File: config.mk
export PLATFORM = sky130hd
export DESIGN_NAME = gas_level_duration_alarm_unit
export DESIGN_NICKNAME = d
export VERILOG_FILES = /design/src/sv/gldu_pkg.sv /design/src/sv/gas_level_duration_alarm_unit.sv /design/src/sv/gldu_ram.sv /design/src/sv/gldu_band_update.sv /design/src/sv/gldu_out_buf.sv
export SDC_FILE = /design/constraint.sdc
export NUM_CORES = 1
export LEC_CHECK = 0
export BUFFER_PORTS_ARGS = -buffer_cell sky130_fd_sc_hd__buf_4
export CAP_MARGIN = 20
export CORE_MARGIN = 8
export CORE_UTILIZATION = 35
export DETAILED_ROUTE_END_ITERATION = 10
export GPL_ROUTABILITY_DRIVEN = 1
export GPL_TIMING_DRIVEN = 1
export SYNTH_ARGS = -nofsm -noshare
export SYNTH_HDL_FRONTEND = slang
export SYNTH_SLANG_ARGS = --single-unit
File: constraint.sdc
create_clock -name clk -period 11.3 [get_ports clk]
set_input_delay 0.565 -clock clk [delete_from_list [all_inputs] [get_ports clk]]
set_output_delay 0.565 -clock clk [all_outputs]
set_load 0.01 [all_outputs]
File: src/sv/gldu_pkg.sv
// ----------------------------------------------------------------------------
// gldu_pkg
// Shared types and constants for the gas level duration alarm unit.
// ----------------------------------------------------------------------------
package gldu_pkg;

  localparam int unsigned BANDS     = 5;
  localparam int unsigned CNT_W     = 9;
  localparam int unsigned LIMIT_W   = 8;
  localparam int unsigned PPM_W     = 16;
  localparam int unsigned CFG_IDX_W = 3;
  localparam int unsigned ROW_W     = BANDS * CNT_W;

  // band thresholds in ppm
  localparam logic [PPM_W-1:0] PPM_QUIET = 16'd15;
  localparam logic [PPM_W-1:0] PPM_B2    = 16'd24;
  localparam logic [PPM_W-1:0] PPM_B3    = 16'd50;
  localparam logic [PPM_W-1:0] PPM_B4    = 16'd100;
  localparam logic [PPM_W-1:0] PPM_B5    = 16'd300;

  localparam logic [CNT_W-1:0] CNT_MAX = 9'd511;

  // first band that drives the alarm; lower bands drive the warning
  localparam int unsigned FIRST_ALARM_BAND = 2;

  typedef logic [CNT_W-1:0]              count_t;
  typedef logic [BANDS-1:0][CNT_W-1:0]   count_row_t;
  typedef logic [LIMIT_W-1:0]            limit_t;
  typedef logic [BANDS-1:0][LIMIT_W-1:0] limit_row_t;
  typedef logic [CFG_IDX_W-1:0]          cfg_idx_t;

  // limit register indexes
  typedef enum logic [CFG_IDX_W-1:0] {
    REG_LIMIT_ONE   = 3'd0,
    REG_LIMIT_TWO   = 3'd1,
    REG_LIMIT_THREE = 3'd2,
    REG_LIMIT_FOUR  = 3'd3,
    REG_LIMIT_FIVE  = 3'd4
  } reg_idx_t;

  localparam limit_row_t LIMIT_RST = {8'd1, 8'd29, 8'd89, 8'd17, 8'd35};

  // result flags, alarm_on in the lowest bit
  typedef struct packed {
    logic quiet_reset;
    logic warn_raised;
    logic alarm_raised;
    logic alarm_on;
  } flags_t;

  localparam int unsigned FLAGS_W = $bits(flags_t);

endpackage

File: src/sv/gas_level_duration_alarm_unit.sv
// ----------------------------------------------------------------------------
// gas_level_duration_alarm_unit
// Gas level duration alarm: per-band sample counts with warning and alarm.
// ----------------------------------------------------------------------------
// The unit takes one ppm reading per clock while its buffer has room and
// returns one result word per reading, in the cycle after acceptance at the
// earliest. The five band counts live as one row in a small RAM that is
// read every cycle; the row written on the previous edge is forwarded past
// the RAM's registered read, so readings can follow on every cycle. A
// two-word result buffer keeps the input open while a result waits on the
// output. After reset the counts read as zero until the first reading is
// written back; no clearing pass is needed. The user must write limits
// through the cfg port (always ready) only while idle; it is not enforced.
module gas_level_duration_alarm_unit (
  input  logic        clk,
  input  logic        rst_n,
  // input stream
  input  logic        in_tvalid,
  output logic        in_tready,
  input  logic [15:0] in_tdata,   // [15:0] ppm_reading
  // result stream
  output logic        out_tvalid,
  input  logic        out_tready,
  output logic [7:0]  out_tdata,  // [0] alarm_on, [1] alarm_raised,
                                  // [2] warn_raised, [3] quiet_reset, [7:4] 0
  // limit register writes
  input  logic        cfg_valid,
  output logic        cfg_ready,
  input  logic [2:0]  cfg_index,
  input  logic [7:0]  cfg_data
);
  import gldu_pkg::*;

  limit_row_t limit_r;
  logic       alarm_r;
  logic       row_valid_r;
  logic       fwd_r;
  count_row_t fwd_row_r;

  logic       in_acc;
  count_row_t ram_row;
  count_row_t cnt_cur;
  count_row_t cnt_nxt;
  logic       alarm_nxt;
  flags_t     flags;
  flags_t     out_flags;
  logic       buf_free;

  // limit registers
  assign cfg_ready = 1'b1;

  always_ff @(posedge clk) begin
    if (!rst_n) begin
      limit_r <= LIMIT_RST;
    end else if (cfg_valid && cfg_ready) begin
      unique case (cfg_index)
        REG_LIMIT_ONE:   limit_r[0] <= cfg_data;
        REG_LIMIT_TWO:   limit_r[1] <= cfg_data;
        REG_LIMIT_THREE: limit_r[2] <= cfg_data;
        REG_LIMIT_FOUR:  limit_r[3] <= cfg_data;
        REG_LIMIT_FIVE:  limit_r[4] <= cfg_data;
        default:         ;
      endcase
    end
  end

  assign in_tready = buf_free;
  assign in_acc    = in_tvalid & in_tready;

  // count row storage, read every cycle
  gldu_ram #(
    .WIDTH (ROW_W),
    .DEPTH (1)
  ) u_cnt_ram (
    .clk   (clk),
    .we    (in_acc),
    .waddr (1'b0),
    .wdata (cnt_nxt),
    .raddr (1'b0),
    .rdata (ram_row)
  );

  // pick the current row: zero before first write, forwarded after a write
  always_comb begin
    priority if (!row_valid_r) cnt_cur = '0;
    else if (fwd_r)            cnt_cur = fwd_row_r;
    else                       cnt_cur = ram_row;
  end

  gldu_band_update u_update (
    .ppm       (in_tdata),
    .cnt_cur   (cnt_cur),
    .limits    (limit_r),
    .alarm_cur (alarm_r),
    .cnt_nxt   (cnt_nxt),
    .alarm_nxt (alarm_nxt),
    .flags     (flags)
  );

  // control state and forwarding
  always_ff @(posedge clk) begin
    if (!rst_n) begin
      alarm_r     <= 1'b0;
      row_valid_r <= 1'b0;
      fwd_r       <= 1'b0;
    end else begin
      fwd_r <= in_acc;
      if (in_acc) begin
        alarm_r     <= alarm_nxt;
        row_valid_r <= 1'b1;
      end
    end
  end

  always_ff @(posedge clk) begin
    if (in_acc) begin
      fwd_row_r <= cnt_nxt;
    end
  end

  gldu_out_buf u_out_buf (
    .clk       (clk),
    .rst_n     (rst_n),
    .push      (in_acc),
    .push_data (flags),
    .can_push  (buf_free),
    .pop_valid (out_tvalid),
    .pop_ready (out_tready),
    .pop_data  (out_flags)
  );

  assign out_tdata = {{(8 - FLAGS_W){1'b0}}, out_flags};

`ifndef NO_ASSERTIONS
  a_quiet_clears_alarm: assert property (@(posedge clk) disable iff (!rst_n)
    (in_acc && flags.quiet_reset) |=> !alarm_r)
    else $error("quiet reading left the alarm active");
  a_quiet_no_raise: assert property (@(posedge clk) disable iff (!rst_n)
    (in_acc && flags.quiet_reset) |-> (!flags.alarm_raised && !flags.warn_raised))
    else $error("quiet reading raised a flag");
  a_raise_sets_alarm: assert property (@(posedge clk) disable iff (!rst_n)
    (in_acc && flags.alarm_raised) |=> alarm_r)
    else $error("alarm raised but flag not held");
  a_fwd_after_write: assert property (@(posedge clk) disable iff (!rst_n)
    in_acc |=> (fwd_r && row_valid_r))
    else $error("written row not forwarded");
`endif

endmodule

File: src/sv/gldu_ram.sv
// ----------------------------------------------------------------------------
// gldu_ram
// Generic single-port-write, single-port-read RAM with registered read data.
// ----------------------------------------------------------------------------
module gldu_ram #(
  parameter int unsigned WIDTH = 8,
  parameter int unsigned DEPTH = 4
) (
  input  logic                                            clk,
  input  logic                                            we,
  input  logic [((DEPTH > 1) ? $clog2(DEPTH) : 1)-1:0]    waddr,
  input  logic [WIDTH-1:0]                                wdata,
  input  logic [((DEPTH > 1) ? $clog2(DEPTH) : 1)-1:0]    raddr,
  output logic [WIDTH-1:0]                                rdata
);

  logic [WIDTH-1:0] mem [DEPTH];
  logic [WIDTH-1:0] rdata_r;

  // write port
  always_ff @(posedge clk) begin
    if (we) begin
      mem[waddr] <= wdata;
    end
  end

  // registered read port, old data on a same-address write
  always_ff @(posedge clk) begin
    rdata_r <= mem[raddr];
  end

  assign rdata = rdata_r;

endmodule

File: src/sv/gldu_band_update.sv
// ----------------------------------------------------------------------------
// gldu_band_update
// Classifies one reading, counts it, clears bands over limit; quiet zeroes all.
// ----------------------------------------------------------------------------
module gldu_band_update (
  input  logic [gldu_pkg::PPM_W-1:0] ppm,
  input  gldu_pkg::count_row_t       cnt_cur,
  input  gldu_pkg::limit_row_t       limits,
  input  logic                       alarm_cur,
  output gldu_pkg::count_row_t       cnt_nxt,
  output logic                       alarm_nxt,
  output gldu_pkg::flags_t           flags
);
  import gldu_pkg::*;

  logic                quiet;
  logic [BANDS-1:0]    hit;
  count_row_t          cnt_inc;
  logic [BANDS-1:0]    over;
  logic                alarm_up;
  logic                warn_up;

  // sort the reading into one band
  always_comb begin
    hit = '0;
    priority if (ppm < PPM_B2) hit[0] = 1'b1;
    else if (ppm < PPM_B3)     hit[1] = 1'b1;
    else if (ppm < PPM_B4)     hit[2] = 1'b1;
    else if (ppm < PPM_B5)     hit[3] = 1'b1;
    else                       hit[4] = 1'b1;
  end

  assign quiet = (ppm < PPM_QUIET);

  // count, then clear every band that passed its limit; a quiet reading zeroes all
  always_comb begin
    for (int i = 0; i < BANDS; i++) begin
      if (quiet) begin
        cnt_inc[i] = '0;
      end else if (hit[i] && cnt_cur[i] < CNT_MAX) begin
        cnt_inc[i] = cnt_cur[i] + 9'd1;
      end else begin
        cnt_inc[i] = cnt_cur[i];
      end
      over[i]    = cnt_inc[i] > {1'b0, limits[i]};
      cnt_nxt[i] = over[i] ? '0 : cnt_inc[i];
    end
  end

  assign alarm_up  = |over[BANDS-1:FIRST_ALARM_BAND];
  assign warn_up   = |over[FIRST_ALARM_BAND-1:0];
  assign alarm_nxt = alarm_up | (alarm_cur & ~quiet);

  assign flags.alarm_on     = alarm_nxt;
  assign flags.alarm_raised = alarm_up;
  assign flags.warn_raised  = warn_up;
  assign flags.quiet_reset  = quiet;

endmodule

File: src/sv/gldu_out_buf.sv
// ----------------------------------------------------------------------------
// gldu_out_buf
// Two-word result buffer between the update logic and the output stream.
// ----------------------------------------------------------------------------
module gldu_out_buf (
  input  logic             clk,
  input  logic             rst_n,
  input  logic             push,
  input  gldu_pkg::flags_t push_data,
  output logic             can_push,
  output logic             pop_valid,
  input  logic             pop_ready,
  output gldu_pkg::flags_t pop_data
);
  import gldu_pkg::*;

  flags_t     ent_r [2];
  logic       wr_ptr_r, wr_ptr_nxt;
  logic       rd_ptr_r, rd_ptr_nxt;
  logic [1:0] cnt_r, cnt_nxt;
  logic       pop;

  assign can_push  = (cnt_r != 2'd2);
  assign pop_valid = (cnt_r != 2'd0);
  assign pop_data  = ent_r[rd_ptr_r];
  assign pop       = pop_valid & pop_ready;

  // advance pointers and fill level
  always_comb begin
    wr_ptr_nxt = wr_ptr_r ^ push;
    rd_ptr_nxt = rd_ptr_r ^ pop;
    cnt_nxt    = cnt_r + {1'b0, push} - {1'b0, pop};
  end

  always_ff @(posedge clk) begin
    if (!rst_n) begin
      wr_ptr_r <= 1'b0;
      rd_ptr_r <= 1'b0;
      cnt_r    <= 2'd0;
    end else begin
      wr_ptr_r <= wr_ptr_nxt;
      rd_ptr_r <= rd_ptr_nxt;
      cnt_r    <= cnt_nxt;
    end
  end

  // hold result words
  always_ff @(posedge clk) begin
    if (push) begin
      ent_r[wr_ptr_r] <= push_data;
    end
  end

`ifndef NO_ASSERTIONS
  a_no_overfill: assert property (@(posedge clk) disable iff (!rst_n)
    push |-> can_push)
    else $error("result buffer pushed while full");
  a_level: assert property (@(posedge clk) disable iff (!rst_n)
    cnt_r != 2'd3)
    else $error("result buffer level out of range");
  a_pop_count: assert property (@(posedge clk) disable iff (!rst_n)
    (pop && !push) |=> cnt_r == $past(cnt_r) - 2'd1)
    else $error("result buffer level did not drop on pop");
`endif

endmodule
==> flow_summary.json <==
{
  "status": "complete, no violations",
  "grt_pass1_wl_um": 30100,
  "nets": 953,
  "fillers": 2203,
  "relSlewSlack_pct": 38.2,
  "synth_top_area_share_pct": 23.3,
  "synthToLayoutAreaGrowth_pct": 13.0,
  "cts_hold_buf": 0,
  "netlist_top_cells_area": "dfxtp_1, edfxtp_1, ha_1",
  "rsz0062_at_grt": "false",
  "clock_sinks": 146,
  "worst_slew_pin_slew_ns": 0.927,
  "grt_pass1_vias": 5868,
  "whs_ns": 0.363,
  "fin_util_pct": 40.0,
  "die_area_um2": 27900,
  "synthFlopType": "dfxtp_1",
  "post-route-cell-area_um2": 9010,
  "clockBufferDepth": 2,
  "hold_path.class": "flop to flop",
  "cts-resized-gates": 0,
  "vias_per_cell": 5.06,
  "core_area_um2": 22500,
  "muxShareOfSynthArea_pct": 6.81,
  "ys_seq_elements": 146,
  "setup-violations-final": 0,
  "yosys_warnings": 0,
  "yosys.area_share.simple_pct": 22.0,
  "slew_viol_final": 0,
  "synth_compound_area_share_pct": 10.8,
  "synth_edf_count": 53,
  "fin_tns_setup_ns": 0,
  "antenna_left": 0,
  "htree_levels": 4,
  "first_pass_iters": 6,
  "place_ws_ns": 6.37,
  "worst_ep_arrival_time_ns": 5.10,
  "power_leakage_nw": 3.52,
  "vias": 5921,
  "worstSkewPairLatency_ns": 0.42,
  "ios": 43,
  "async_flop_share_pct": 0,
  "die_w_um": 167,
  "drv_cap": 0,
  "finalCritPeriodShare_pct": 43.7,
  "clkSlewWorstSetupHoldPaths_ns": 0.06,
  "syn_avg_cell_area_um2": 9.44,
  "synth_top_family_by_area": "simple AND/OR/NAND/NOR gates",
  "fin_ws_ns": 6.36,
  "cp-end-kind": "flop",
  "antenna_found_initial": 0,
  "multi_input_area_um2": 4140,
  "startpoint_type": "flop",
  "dp_hpwl_um": 12700,
  "synth_fa_ha_area_share_pct": 7.69,
  "cts_tree": "done",
  "placed_area_um2": 8450,
  "peakVddDrop_mv": 0.105,
  "rows": 55,
  "cp.required_ns": 11.46,
  "overflow": 0,
  "ys_seq_area_share_pct": 43.3,
  "drive_gt1_share_pct": 12.8,
  "synth_cell_type_count": 68,
  "grt_max_degree": 71,
  "seq_area_um2": 3450,
  "postCtsSetupRepairBufs": 0,
  "netlist_top_cells_count": "nand2_1, dfxtp_1, nor2_1",
  "die_h_um": 167,
  "clock_skew_ns": 0.00970,
  "diodes": 0,
  "syn_area_um2": 7980,
  "crit_path_max_fanout": 70,
  "power_density_nw_per_um2": 178,
  "synth_xor_area_share_pct": 4.17,
  "cts-buffers-inserted": 17,
  "power_mw": 1.60,
  "drc": 0,
  "yosysTopAreaCell": "dfxtp_1",
  "wirelength_um": 18200,
  "min_period_ns": 4.94,
  "finalHoldViolCount": 0,
  "r2r_setup_slack_ns": 6.36,
  "gp_congestion": 0.822,
  "placed_cells": 1138,
  "fmax_mhz": 203,
  "start_util_pct": 35.4,
  "drt_iter0_markers": 324,
  "grt_use_total_pct": 13.3,
  "root_buffer": "clkbuf_16",
  "io_buffer_count": 37,
  "wire_per_inst_um": 15.5,
  "path_class": "flop to flop",
  "synth_cells": 845,
  "synth_most_common_cell": "nand2_1",
  "layoutNonFillerInstCount": 1170
}
[final timing paths]
kind                                     from                    end  cells after the start
worst min register to register  fwd_row_r[16]    u_cnt_ram.rdata[16]                      0
worst max-delay path                    fwd_r  u_out_buf.ent_r[0][0]                     17
worst max register to register          fwd_r  u_out_buf.ent_r[0][0]                     17
worst min-delay path            fwd_row_r[16]    u_cnt_ram.rdata[16]                      0
[cells by family (layout without fill, tap and decap cells)]
logic type                 after synthesis  after routing
DFF                                    146            146
AOI/OAI and AO/OA                      118            118
and+or+nand+nor                        351            351
other                                    2             10
xor gates and xnor gates                38             38
muxes                                   51             51
adders and majority gates               49             49
buffers and inverters                   90            122
[worst max-delay path: stages, from the launching register on]
cell and delay [ns]:
dfxtp_2 0.31, buf_4 0.64, and4_1 0.34, a32o_1 0.24
or4b_2 0.66, nand2_1 0.22, nor2_1 0.08, xor2_1 0.18
nor2_1 0.06, ha_1 0.31, a21o_1 0.18, a21o_1 0.17
a21o_1 0.16, a221oi_1 0.29, a41o_1 0.13, o21ai_0 0.07
buf_4 0.20, a2111o_1 0.37
[layout make-up]
cell class	count	area share (%)
clock buffers	28	5.98
multi-input cells	617	45.9
repair buffers	42	3.50
well taps	285	3.96
clock inverters	4	0.222
inverters	48	2.05
flip-flops and latches	146	38.3
[power breakdown]
| part | switching, mW | internal, mW |
|---|---|---|
| Clock | 0.206 | 0.323 |
| Sequential | 0.0407 | 0.650 |
| Combinational | 0.219 | 0.164 |
| Total | 0.467 | 1.14 |
[layout by cell type, fill, tap and decap left out, types with 25 or more instances in the layout]
| cell type | netlist | final |
|---|---|---|
| dfxtp_1 | 93 | 92 |
| inv_1 | 46 | 46 |
| nand2_1 | 118 | 118 |
| a21boi_0 | 27 | 27 |
| edfxtp_1 | 53 | 53 |
| xnor2_1 | 28 | 28 |
| mux2_2 | 26 | 26 |
| buf_4 | 6 | 42 |
| nor2_1 | 63 | 63 |
| ha_1 | 49 | 49 |
| mux2i_1 | 25 | 25 |
| nand3_1 | 28 | 28 |
| nor3_1 | 33 | 33 |
[registers in the layout, indices dropped and copies added, names as in the netlist, named ones only]
name and count:
u_out_buf.rd_ptr_r 1, limit_r 40, alarm_r 1, u_out_buf.wr_ptr_r 1, u_cnt_ram.mem 5, u_cnt_ram.rdata 45
fwd_row_r 40, u_out_buf.ent_r 8, row_valid_r 1, u_out_buf.cnt_r 2, fwd_r 1
[layer usage]
metal / vias to the layer above / wire length, um / track usage, %
li1: 3021 / - / -
met1: 2776 / 9280 / 18.2
met2: 109 / 7950 / 20.7
met3: 15 / 714 / 2.74
met4: 0 / 226 / 4.00
met5: - / 0 / 0
No activity file was read; power rests on OpenSTA's default activity.
